## src/hw/rtl/i2ct_pkg.sv

```systemverilog
// Package for the I2C register transfer sequencer.
// Holds opcodes, bus status codes, command classes and the queue entry type.
// No dependencies; every other file of the block but i2ct_ram imports it.
package i2ct_pkg;

  // Default number of bytes in the transfer buffer.
  localparam int unsigned BufferDepthDefault = 8;

  // Entries of the queue between the front and the back part.
  localparam int unsigned QueueDepth = 2;

  // Command opcodes as they arrive on the input channel.
  localparam logic [1:0] OpLoad  = 2'd0;
  localparam logic [1:0] OpStart = 2'd1;
  localparam logic [1:0] OpEvent = 2'd2;

  // Only the upper five bits of a status code are significant.
  localparam logic [7:0] StatusMask = 8'b1111_1000;

  // Bus status codes of the master controller.
  localparam logic [7:0] StStartSent     = 8'h08;
  localparam logic [7:0] StRepStartSent  = 8'h10;
  localparam logic [7:0] StAddrWrAck     = 8'h18;
  localparam logic [7:0] StAddrWrNack    = 8'h20;
  localparam logic [7:0] StDataTxAck     = 8'h28;
  localparam logic [7:0] StDataTxNack    = 8'h30;
  localparam logic [7:0] StArbLost       = 8'h38;
  localparam logic [7:0] StAddrRdAck     = 8'h40;
  localparam logic [7:0] StAddrRdNack    = 8'h48;
  localparam logic [7:0] StDataRxAck     = 8'h50;
  localparam logic [7:0] StDataRxNack    = 8'h58;

  // Kind of a command after decoding.
  typedef enum logic [1:0] {
    CmdLoad,
    CmdStart,
    CmdEvent,
    CmdNone
  } cmd_kind_e;

  // Class of a bus status event, which selects the next bus action.
  typedef enum logic [2:0] {
    ClsSendAddr,
    ClsSendAddrDir,
    ClsSendReg,
    ClsTxNext,
    ClsRxAddrAck,
    ClsRxData,
    ClsRxLast,
    ClsError
  } status_cls_e;

  // One decoded command as it travels through the queue.
  typedef struct packed {
    cmd_kind_e   kind;
    status_cls_e cls;
    logic        rnw;
    logic [7:0]  dev_addr;
    logic [7:0]  reg_idx;
    logic [3:0]  count;
    logic [2:0]  slot;
    logic [7:0]  data;
  } cmd_t;

endpackage

```

## src/hw/rtl/i2ct_ram.sv

```systemverilog
// Generic single-port-write, single-port-read RAM with registered read data.
// No dependencies.
module i2ct_ram #(
  parameter int unsigned Width = 8,
  parameter int unsigned Depth = 8
) (
  input  logic                                     clk_i,
  input  logic                                     we_i,
  input  logic [((Depth > 1) ? $clog2(Depth) : 1)-1:0] waddr_i,
  input  logic [Width-1:0]                         wdata_i,
  input  logic                                     re_i,
  input  logic [((Depth > 1) ? $clog2(Depth) : 1)-1:0] raddr_i,
  output logic [Width-1:0]                         rdata_o
);

  logic [Width-1:0] mem_q [Depth];
  logic [Width-1:0] rdata_q;

  // Write port.
  always_ff @(posedge clk_i) begin
    if (we_i) begin
      mem_q[waddr_i] <= wdata_i;
    end
  end

  // Read port; data holds while no read is issued.
  always_ff @(posedge clk_i) begin
    if (re_i) begin
      rdata_q <= mem_q[raddr_i];
    end
  end

  assign rdata_o = rdata_q;

endmodule

```

## src/hw/rtl/i2ct_front.sv

```systemverilog
// Front part of the I2C register transfer sequencer: accepts input beats
// and decodes opcode and bus status into a queue entry. Uses i2ct_pkg.
module i2ct_front import i2ct_pkg::*; (
  input  logic       in_valid_i,
  output logic       in_stall_o,
  input  logic [1:0] opcode_i,
  input  logic       read_not_write_i,
  input  logic [7:0] device_address_i,
  input  logic [7:0] register_index_i,
  input  logic [3:0] byte_count_i,
  input  logic [2:0] buffer_slot_i,
  input  logic [7:0] load_value_i,
  input  logic [7:0] bus_status_i,
  input  logic [7:0] received_value_i,
  input  logic       q_full_i,
  output logic       push_o,
  output cmd_t       cmd_o
);

  logic [7:0] status;

  // A beat is taken whenever the queue has room.
  assign in_stall_o = q_full_i;
  assign push_o     = in_valid_i && !q_full_i;
  assign status     = bus_status_i & StatusMask;

  // Decode the opcode and classify the status code.
  always_comb begin
    cmd_o          = '0;
    cmd_o.rnw      = read_not_write_i;
    cmd_o.dev_addr = device_address_i;
    cmd_o.reg_idx  = register_index_i;
    cmd_o.count    = byte_count_i;
    cmd_o.slot     = buffer_slot_i;
    cmd_o.data     = (opcode_i == OpLoad) ? load_value_i : received_value_i;

    case (opcode_i)
      OpLoad:  cmd_o.kind = CmdLoad;
      OpStart: cmd_o.kind = CmdStart;
      OpEvent: cmd_o.kind = CmdEvent;
      default: cmd_o.kind = CmdNone;
    endcase

    case (status)
      StStartSent:    cmd_o.cls = ClsSendAddr;
      StRepStartSent: cmd_o.cls = ClsSendAddrDir;
      StAddrWrAck:    cmd_o.cls = ClsSendReg;
      StDataTxAck:    cmd_o.cls = ClsTxNext;
      StAddrRdAck:    cmd_o.cls = ClsRxAddrAck;
      StDataRxAck:    cmd_o.cls = ClsRxData;
      StDataRxNack:   cmd_o.cls = ClsRxLast;
      StAddrWrNack,
      StDataTxNack,
      StArbLost,
      StAddrRdNack:   cmd_o.cls = ClsError;
      default:        cmd_o.cls = ClsError;
    endcase
  end

endmodule

```

## src/hw/rtl/i2ct_fifo.sv

```systemverilog
// Short queue of decoded commands between the front and the back part.
// Uses i2ct_pkg for the entry type and the depth.
module i2ct_fifo import i2ct_pkg::*; (
  input  logic clk_i,
  input  logic rst_ni,
  input  logic push_i,
  input  cmd_t cmd_i,
  output logic full_o,
  input  logic pop_i,
  output logic valid_o,
  output cmd_t cmd_o
);

  localparam int unsigned PtrW = (QueueDepth > 1) ? $clog2(QueueDepth) : 1;
  localparam int unsigned CntW = $clog2(QueueDepth + 1);
  localparam logic [PtrW-1:0] LastPtr = PtrW'(QueueDepth - 1);
  localparam logic [CntW-1:0] FullCnt = CntW'(QueueDepth);

  cmd_t            mem_q [QueueDepth];
  logic [PtrW-1:0] wptr_q, wptr_d;
  logic [PtrW-1:0] rptr_q, rptr_d;
  logic [CntW-1:0] cnt_q, cnt_d;
  logic            do_push, do_pop;

  assign full_o  = (cnt_q == FullCnt);
  assign valid_o = (cnt_q != '0);
  assign cmd_o   = mem_q[rptr_q];
  assign do_push = push_i && !full_o;
  assign do_pop  = pop_i && valid_o;

  // Pointer and fill count update.
  always_comb begin
    wptr_d = wptr_q;
    rptr_d = rptr_q;
    cnt_d  = cnt_q;
    if (do_push) begin
      wptr_d = (wptr_q == LastPtr) ? '0 : wptr_q + PtrW'(1);
    end
    if (do_pop) begin
      rptr_d = (rptr_q == LastPtr) ? '0 : rptr_q + PtrW'(1);
    end
    if (do_push && !do_pop) begin
      cnt_d = cnt_q + CntW'(1);
    end else if (do_pop && !do_push) begin
      cnt_d = cnt_q - CntW'(1);
    end
  end

  always_ff @(posedge clk_i or negedge rst_ni) begin
    if (!rst_ni) begin
      wptr_q <= '0;
      rptr_q <= '0;
      cnt_q  <= '0;
    end else begin
      wptr_q <= wptr_d;
      rptr_q <= rptr_d;
      cnt_q  <= cnt_d;
    end
  end

  // Entry storage.
  always_ff @(posedge clk_i) begin
    if (do_push) begin
      mem_q[wptr_q] <= cmd_i;
    end
  end

  a_cnt_bound: assert property (@(posedge clk_i) disable iff (!rst_ni)
    cnt_q <= FullCnt)
    else $error("queue fill count beyond depth");

  a_no_push_full: assert property (@(posedge clk_i) disable iff (!rst_ni)
    full_o |-> !push_i)
    else $error("push into a full queue");

endmodule

```

## src/hw/rtl/i2ct_back.sv

```systemverilog
// Back part of the I2C register transfer sequencer: transaction state,
// byte buffer and the registered result stage. Uses i2ct_pkg and i2ct_ram.
module i2ct_back import i2ct_pkg::*; #(
  parameter int unsigned BUFFER_DEPTH = BufferDepthDefault
) (
  input  logic       clk_i,
  input  logic       rst_ni,
  input  logic       q_valid_i,
  input  cmd_t       cmd_i,
  output logic       q_pop_o,
  output logic       out_valid_o,
  input  logic       out_stall_i,
  output logic       issue_start_o,
  output logic       issue_stop_o,
  output logic       send_valid_o,
  output logic [7:0] byte_to_send_o,
  output logic       ack_next_o,
  output logic       rx_valid_o,
  output logic [2:0] rx_slot_o,
  output logic [7:0] rx_byte_o,
  output logic       done_ok_o,
  output logic       done_fail_o,
  output logic       busy_res_o
);

  localparam int unsigned IdxW = (BUFFER_DEPTH > 1) ? $clog2(BUFFER_DEPTH) : 1;
  localparam int unsigned CntW = (IdxW + 1 > 5) ? IdxW + 1 : 5;
  localparam logic [CntW-1:0] DepthCnt = CntW'(BUFFER_DEPTH);

  // Transaction state.
  logic            active_q, active_d;
  logic            dir_q, dir_d;
  logic [7:0]      addr_q, addr_d;
  logic [7:0]      ptr_q, ptr_d;
  logic [CntW-1:0] total_q, total_d;
  logic [CntW-1:0] prog_q, prog_d;

  // Buffer valid bits; an entry never written reads as zero.
  logic [BUFFER_DEPTH-1:0] vld_q;

  // Result stage.
  logic       out_vld_q;
  logic       start_q, stop_q, sendv_q, sel_ram_q, hit_q, ack_q;
  logic       rxv_q, ok_q, fail_q, busy_q;
  logic [7:0] send_byte_q, rx_byte_q;
  logic [2:0] rx_slot_q;

  // Next result values.
  logic       start_n, stop_n, sendv_n, sel_ram_n, ack_n, rxv_n, ok_n, fail_n;
  logic [7:0] send_byte_n;
  logic [2:0] rx_slot_n;

  // Buffer access.
  logic            we, re;
  logic [IdxW-1:0] waddr, raddr;
  logic [7:0]      wdata, rdata;

  logic            fire;
  logic [CntW-1:0] prog_n;
  logic [CntW-1:0] cnt_ext;
  logic [CntW-1:0] slot_ext;

  assign fire     = q_valid_i && (!out_vld_q || !out_stall_i);
  assign q_pop_o  = fire;
  assign cnt_ext  = CntW'(cmd_i.count);
  assign slot_ext = CntW'(cmd_i.slot);
  assign prog_n   = prog_q + CntW'(1);

  // Execute one command against the transaction state.
  always_comb begin
    active_d    = active_q;
    dir_d       = dir_q;
    addr_d      = addr_q;
    ptr_d       = ptr_q;
    total_d     = total_q;
    prog_d      = prog_q;
    start_n     = 1'b0;
    stop_n      = 1'b0;
    sendv_n     = 1'b0;
    sel_ram_n   = 1'b0;
    send_byte_n = '0;
    ack_n       = 1'b0;
    rxv_n       = 1'b0;
    rx_slot_n   = '0;
    ok_n        = 1'b0;
    fail_n      = 1'b0;
    we          = 1'b0;
    re          = 1'b0;
    waddr       = IdxW'(cmd_i.slot);
    wdata       = cmd_i.data;
    raddr       = prog_q[IdxW-1:0];

    case (cmd_i.kind)
      CmdLoad: begin
        we = (slot_ext < DepthCnt);
      end
      CmdStart: begin
        active_d = 1'b1;
        dir_d    = cmd_i.rnw;
        addr_d   = cmd_i.dev_addr;
        ptr_d    = cmd_i.reg_idx;
        total_d  = (cnt_ext > DepthCnt) ? DepthCnt : cnt_ext;
        prog_d   = '0;
        start_n  = 1'b1;
      end
      CmdEvent: begin
        if (active_q) begin
          case (cmd_i.cls)
            ClsSendAddr: begin
              sendv_n     = 1'b1;
              send_byte_n = addr_q;
            end
            ClsSendAddrDir: begin
              sendv_n     = 1'b1;
              send_byte_n = addr_q + {7'd0, dir_q};
            end
            ClsSendReg: begin
              sendv_n     = 1'b1;
              send_byte_n = ptr_q;
            end
            ClsTxNext: begin
              if (dir_q) begin
                start_n = 1'b1;
              end else if (prog_q < total_q) begin
                sendv_n   = 1'b1;
                sel_ram_n = 1'b1;
                re        = 1'b1;
                prog_d    = prog_n;
              end else begin
                stop_n   = 1'b1;
                ok_n     = 1'b1;
                active_d = 1'b0;
              end
            end
            ClsRxAddrAck: begin
              ack_n = (total_q > CntW'(1));
            end
            ClsRxData: begin
              if (prog_q < DepthCnt) begin
                we        = 1'b1;
                waddr     = prog_q[IdxW-1:0];
                rxv_n     = 1'b1;
                rx_slot_n = prog_q[2:0];
                prog_d    = prog_n;
              end
              if (prog_d >= total_q || prog_d >= DepthCnt) begin
                stop_n   = 1'b1;
                ok_n     = 1'b1;
                active_d = 1'b0;
              end else begin
                ack_n = ((total_q - prog_d) > CntW'(1));
              end
            end
            ClsRxLast: begin
              if (prog_q < DepthCnt) begin
                we        = 1'b1;
                waddr     = prog_q[IdxW-1:0];
                rxv_n     = 1'b1;
                rx_slot_n = prog_q[2:0];
                prog_d    = prog_n;
              end
              stop_n   = 1'b1;
              ok_n     = 1'b1;
              active_d = 1'b0;
            end
            default: begin
              stop_n   = 1'b1;
              fail_n   = 1'b1;
              active_d = 1'b0;
            end
          endcase
        end
      end
      default: begin
      end
    endcase
  end

  // Transaction state, valid bits and result handshake.
  always_ff @(posedge clk_i or negedge rst_ni) begin
    if (!rst_ni) begin
      active_q  <= 1'b0;
      dir_q     <= 1'b0;
      addr_q    <= '0;
      ptr_q     <= '0;
      total_q   <= '0;
      prog_q    <= '0;
      vld_q     <= '0;
      out_vld_q <= 1'b0;
    end else begin
      if (fire) begin
        active_q <= active_d;
        dir_q    <= dir_d;
        addr_q   <= addr_d;
        ptr_q    <= ptr_d;
        total_q  <= total_d;
        prog_q   <= prog_d;
        if (we) begin
          vld_q[waddr] <= 1'b1;
        end
      end
      if (fire) begin
        out_vld_q <= 1'b1;
      end else if (!out_stall_i) begin
        out_vld_q <= 1'b0;
      end
    end
  end

  // Result payload.
  always_ff @(posedge clk_i) begin
    if (fire) begin
      start_q     <= start_n;
      stop_q      <= stop_n;
      sendv_q     <= sendv_n;
      sel_ram_q   <= sel_ram_n;
      hit_q       <= vld_q[raddr];
      send_byte_q <= send_byte_n;
      ack_q       <= ack_n;
      rxv_q       <= rxv_n;
      rx_slot_q   <= rx_slot_n;
      rx_byte_q   <= rxv_n ? cmd_i.data : 8'd0;
      ok_q        <= ok_n;
      fail_q      <= fail_n;
      busy_q      <= active_d;
    end
  end

  i2ct_ram #(
    .Width (8),
    .Depth (BUFFER_DEPTH)
  ) u_buf (
    .clk_i   (clk_i),
    .we_i    (fire && we),
    .waddr_i (waddr),
    .wdata_i (wdata),
    .re_i    (fire && re),
    .raddr_i (raddr),
    .rdata_o (rdata)
  );

  // Buffered data bytes come straight from the RAM read register.
  assign out_valid_o    = out_vld_q;
  assign issue_start_o  = start_q;
  assign issue_stop_o   = stop_q;
  assign send_valid_o   = sendv_q;
  assign byte_to_send_o = sel_ram_q ? (hit_q ? rdata : 8'd0) : send_byte_q;
  assign ack_next_o     = ack_q;
  assign rx_valid_o     = rxv_q;
  assign rx_slot_o      = rx_slot_q;
  assign rx_byte_o      = rx_byte_q;
  assign done_ok_o      = ok_q;
  assign done_fail_o    = fail_q;
  assign busy_res_o     = busy_q;

  a_one_done: assert property (@(posedge clk_i) disable iff (!rst_ni)
    out_vld_q |-> !(ok_q && fail_q))
    else $error("success and failure reported together");

  a_prog_bound: assert property (@(posedge clk_i) disable iff (!rst_ni)
    active_q |-> (prog_q <= total_q))
    else $error("progress count beyond transfer count while active");

  a_done_idle: assert property (@(posedge clk_i) disable iff (!rst_ni)
    (out_vld_q && (ok_q || fail_q)) |-> (!busy_q && stop_q))
    else $error("finished transaction still busy or without STOP");

endmodule

```

## src/hw/rtl/i2c_master_register_transfer.sv

```systemverilog
// Top level of the I2C master register transfer sequencer.
// Depends on i2ct_pkg, i2ct_front, i2ct_fifo, i2ct_back and i2ct_ram.
//
//   Channel | Handshake                      | Beat
//   --------+--------------------------------+---------------------------------
//   in      | in_valid_i / in_stall_o        | opcode, start, load, event fields
//   out     | out_valid_o / out_stall_i      | bus actions, rx byte, done, busy
//
// One beat per cycle in and out while neither channel stalls; every input beat yields one result beat.
// An accepted beat passes the command queue and then the result register before its result is valid.
// The two-entry command queue sets in_stall_o; the back part is stalled
// only by out_stall_i on its result register.
// Reset clears the transaction state and the buffer valid bits at once;
// there is no clearing pass, unwritten buffer bytes read as zero.
module i2c_master_register_transfer import i2ct_pkg::*; #(
  parameter int unsigned BUFFER_DEPTH = BufferDepthDefault
) (
  input  logic       clk_i,
  input  logic       rst_ni,
  input  logic       in_valid_i,
  output logic       in_stall_o,
  input  logic [1:0] opcode_i,
  input  logic       read_not_write_i,
  input  logic [7:0] device_address_i,
  input  logic [7:0] register_index_i,
  input  logic [3:0] byte_count_i,
  input  logic [2:0] buffer_slot_i,
  input  logic [7:0] load_value_i,
  input  logic [7:0] bus_status_i,
  input  logic [7:0] received_value_i,
  output logic       out_valid_o,
  input  logic       out_stall_i,
  output logic       issue_start_o,
  output logic       issue_stop_o,
  output logic       send_valid_o,
  output logic [7:0] byte_to_send_o,
  output logic       ack_next_o,
  output logic       rx_valid_o,
  output logic [2:0] rx_slot_o,
  output logic [7:0] rx_byte_o,
  output logic       done_ok_o,
  output logic       done_fail_o,
  output logic       busy_res_o
);

  logic q_full, q_push, q_valid, q_pop;
  cmd_t push_cmd, pop_cmd;

  // Decode incoming beats.
  i2ct_front u_front (
    .in_valid_i       (in_valid_i),
    .in_stall_o       (in_stall_o),
    .opcode_i         (opcode_i),
    .read_not_write_i (read_not_write_i),
    .device_address_i (device_address_i),
    .register_index_i (register_index_i),
    .byte_count_i     (byte_count_i),
    .buffer_slot_i    (buffer_slot_i),
    .load_value_i     (load_value_i),
    .bus_status_i     (bus_status_i),
    .received_value_i (received_value_i),
    .q_full_i         (q_full),
    .push_o           (q_push),
    .cmd_o            (push_cmd)
  );

  // Command queue between decode and execution.
  i2ct_fifo u_fifo (
    .clk_i   (clk_i),
    .rst_ni  (rst_ni),
    .push_i  (q_push),
    .cmd_i   (push_cmd),
    .full_o  (q_full),
    .pop_i   (q_pop),
    .valid_o (q_valid),
    .cmd_o   (pop_cmd)
  );

  // Execute commands and register results.
  i2ct_back #(
    .BUFFER_DEPTH (BUFFER_DEPTH)
  ) u_back (
    .clk_i          (clk_i),
    .rst_ni         (rst_ni),
    .q_valid_i      (q_valid),
    .cmd_i          (pop_cmd),
    .q_pop_o        (q_pop),
    .out_valid_o    (out_valid_o),
    .out_stall_i    (out_stall_i),
    .issue_start_o  (issue_start_o),
    .issue_stop_o   (issue_stop_o),
    .send_valid_o   (send_valid_o),
    .byte_to_send_o (byte_to_send_o),
    .ack_next_o     (ack_next_o),
    .rx_valid_o     (rx_valid_o),
    .rx_slot_o      (rx_slot_o),
    .rx_byte_o      (rx_byte_o),
    .done_ok_o      (done_ok_o),
    .done_fail_o    (done_fail_o),
    .busy_res_o     (busy_res_o)
  );

endmodule

```

## config.mk

```make
export PLATFORM = sky130hd
export DESIGN_NAME = i2c_master_register_transfer
export DESIGN_NICKNAME = d
export VERILOG_FILES = /design/src/hw/rtl/i2ct_pkg.sv /design/src/hw/rtl/i2ct_ram.sv /design/src/hw/rtl/i2ct_front.sv /design/src/hw/rtl/i2ct_fifo.sv /design/src/hw/rtl/i2ct_back.sv /design/src/hw/rtl/i2c_master_register_transfer.sv
export SDC_FILE = /design/constraint.sdc
export NUM_CORES = 1
export LEC_CHECK = 0
export BUFFER_PORTS_ARGS = -buffer_cell sky130_fd_sc_hd__buf_2
export CELL_PAD_IN_SITES_DETAIL_PLACEMENT = 0
export CELL_PAD_IN_SITES_GLOBAL_PLACEMENT = 1
export CORE_ASPECT_RATIO = 1.4
export CORE_MARGIN = 2
export CORE_UTILIZATION = 50
export DETAILED_ROUTE_END_ITERATION = 10
export PLACE_DENSITY_LB_ADDON = 0.12
export RECOVER_POWER = 50
export SYNTH_ARGS = -nofsm -noshare
export SYNTH_HDL_FRONTEND = slang
export SYNTH_SLANG_ARGS = --single-unit
```

## constraint.sdc

```tcl
create_clock -name clk_i -period 5.29 [get_ports clk_i]
set_input_delay 0.2645 -clock clk_i [delete_from_list [all_inputs] [get_ports clk_i]]
set_output_delay 0.2645 -clock clk_i [all_outputs]
set_load 0.01 [all_outputs]
```

==> run metrics <==
status=finished, violations left; failing checks=capacitance limit, slew limit; Setup TNS Final=0 ns; Vias=5270; cts bufs inserted=21; RSZ-0062 raised after global routing=false; CP max FO=20; TritonCTS clock tree=done; die outline height=165 µm; Yosys warnings=0; postcts setup bufs=0; worst slack, placed=1.12 ns; Multi-input gate area=0.00276 mm²; Final Hold Fails=0; CP endpoint kind=flop; CP max stage cell=dfrtp_1; Leakage Power=0.00397 µW; Final period util=83.4%; hold-fix buffers at CTS=26; Longest Clk Path Bufs=3; Tot GR Track Use=19.0%; Die Span X=119 µm; worst min path class=primary input to flop; CP Class=flop to flop; Worst VDD drop=347 µV; gr ovfl total=0; Slowest Stage Delay on Critical Path=0.88 ns; # diodes=0; Slew headroom=-58.0%; post-DP HPWL=12.5 mm; placed cells=933; CTS-repair resized insts=0; vias per cell=5.29; # setup viols final=0; Iter 0 DRT Violations=304; Core Util, Final=59.5%; area grow syn2layout=16.2%; asr flop ratio synth=18.6%; synthesized area per cell=14.6 µm²; layout cells sized above 1=14.5%; WP data arrival=4.54 ns; Synth cell types=58; register area share after synthesis=67.9%; Die ar.=0.0196 mm²; Nets=809; I/O Pins=83; biggest area consumer among synthesized cells=edfxtp_1; DRT Wirelength=18.0 mm; WL/cell=18.0 µm; Post-Layout Cell Count=997; minimum clock period=4.41 ns; clk root buf=clkbuf_16; register area=0.00626 mm²; Area contributors post-synth=edfxtp_1, dfrtp_1, mux4_2, mux2i_1, nand2_1; Slew Viols, Final=142; fillers=1488; synthesized area=0.00922 mm²; count leader, synth=edfxtp_1; max_cap viols=4; most frequent cells after synthesis=edfxtp_1, nand2_1, dfrtp_1, nor2_1, o21ai_0; num rows=58; total power=5870 µW; CP delay by family, top=simple AND/OR/NAND/NOR gates; number of synthesized flops with an enable pin=175; Worst setup SP type=flop; Synth Instances=633; f_max=0.227 GHz; clock latency on the worst-skew pair=0.50 ns; vias in the first global route=5475; DR DRC count=0; ANT nets after route=0; final worst slack=0.877 ns; area share of the largest cell type after synthesis=57.0%; Worst Tran Pin Value=2.37 ns; clk sinks=215; CP Buf/Inv Count=0; initial antenna violation count=0; Port-buffer cells=79; pin count of the biggest net entering global routing=41; clock transition at the registers of the reported paths=0.06 ns; synthesized net count=700; core box area=0.0180 mm²; Clock Skew=0.00691 ns; register bit count reported by yosys=215; GP Congestion=0.804; H-Tree Depth=1; initial core utilization=51.2%; Critical Path RT=5.42 ns; PD cells=548 mW/mm²; first-pass GRT wire length=29.1 mm; DR pass1 iterations=4; cells along the critical path=mux2i_1 > ha_1 > nand2_1 > or2_1 > or4_1 > mux2i_4 > or2_2 > nor2_1; Top FF cell, synth=edfxtp_1
==> cell usage in the layout, fill, tap and decap left out, drive strengths merged, types with 6 or more instances in the layout <==
master       Yosys  final
a21oi            7      7
ha              12     12
nand3           13     13
a22oi            6      6
nand2           69     69
o21ai           40     40
o21bai          10     10
mux4            18     18
clkbuf          17     73
mux2            21     21
and2            11     11
clkinv           0      8
dfrtp           40     40
mux2i           34     34
xnor2           13     13
inv             27     28
buf              9     39
nor2            41     41
edfxtp         175    175
dlygate4sd3      0     26
==> cells by family (layout without fill, tap and decap cells) <==
kind of cell             Yosys count  after routing  synth area share (%)
AND/OR/NAND/NOR                  168            168                  8.47
adder cells (fa/ha/maj)           16             16                  2.17
multiplexers                      73             73                  11.0
XOR/XNOR                          19             19                  1.95
AO/OA/AOI/OAI                     89             89                  6.24
flip-flops                       215            215                  67.9
buffers and inverters             53            177                  2.35
==> routing by layer <==
layer / global-route usage (%) / wire length [µm]
met1: 24.5 / 7810
met2: 34.4 / 9380
met3: 2.31 / 443
met4: 5.09 / 347
met5: 0 / 0
==> state kept, by name (all words and copies together), names as in the netlist, 2 cells and up <==
signal                count
u_back.addr_q             8
u_back.prog_q             5
u_back.ptr_q              8
u_back.rx_byte_o          8
u_back.rx_slot_o          3
u_back.send_byte_q        8
u_back.total_q            4
u_back.u_buf.mem_q       64
u_back.u_buf.rdata_o      8
u_back.vld_q              8
u_fifo.cnt_q              2
u_fifo.mem_q             74
==> through the flow <==
stage	hold WS, ns	cell area [µm²]
finish	0.0726	10700
global route	0.0760	10700
CTS	0.00978	10800
detailed placement	0.456	9860
global placement	0.450	9860
floorplan	-0.0311	9220
==> worst reg2reg max path: stages, from the launching register on <==
cell	delay [ns]
dfrtp_1	0.88
mux2i_1	0.39
ha_1	0.43
nand2_1	0.13
or2_1	0.25
or4_1	0.66
mux2i_4	0.30
or2_2	0.37
nor2_1	0.63
==> power by group <==
group | total, µW | internal (µW) | switching, µW
Sequential | 2590 | 2350 | 237
Combinational | 1850 | 754 | 1090
Clock | 1430 | 831 | 602
==> layout make-up <==
| type | instances | share of cell area (%) |
|---|---|---|
| Clock buffer | 26 | 5.08 |
| Clock inverter | 12 | 1.06 |
| Inverter | 27 | 0.946 |
| Multi-Input combinational cell | 365 | 25.7 |
| Sequential cell | 215 | 58.4 |
| Tap cell | 240 | 2.80 |
| Timing Repair Buffer | 112 | 6.00 |
==> worst paths after layout <==
| check | depth (start not counted) | end | slack [ns] | start |
|---|---|---|---|---|
| setup / recovery | 8 | u_back.u_buf.mem_q[7][7] | 0.88 | u_fifo.rptr_q |
| hold reg to reg | 1 | u_back.vld_q[2] | 0.47 | u_back.vld_q[2] |
| setup reg to reg | 8 | u_back.u_buf.mem_q[7][7] | 0.88 | u_fifo.rptr_q |
| min in group asynchronous | 2 | u_fifo.wptr_q | 1.02 | rst_ni |
| max in group asynchronous | 2 | u_back.prog_q[1] | 2.91 | rst_ni |
| hold / removal | 2 | u_fifo.mem_q[0][5] | 0.07 | received_value_i[5] |
(Power assumes the default switching activity.)
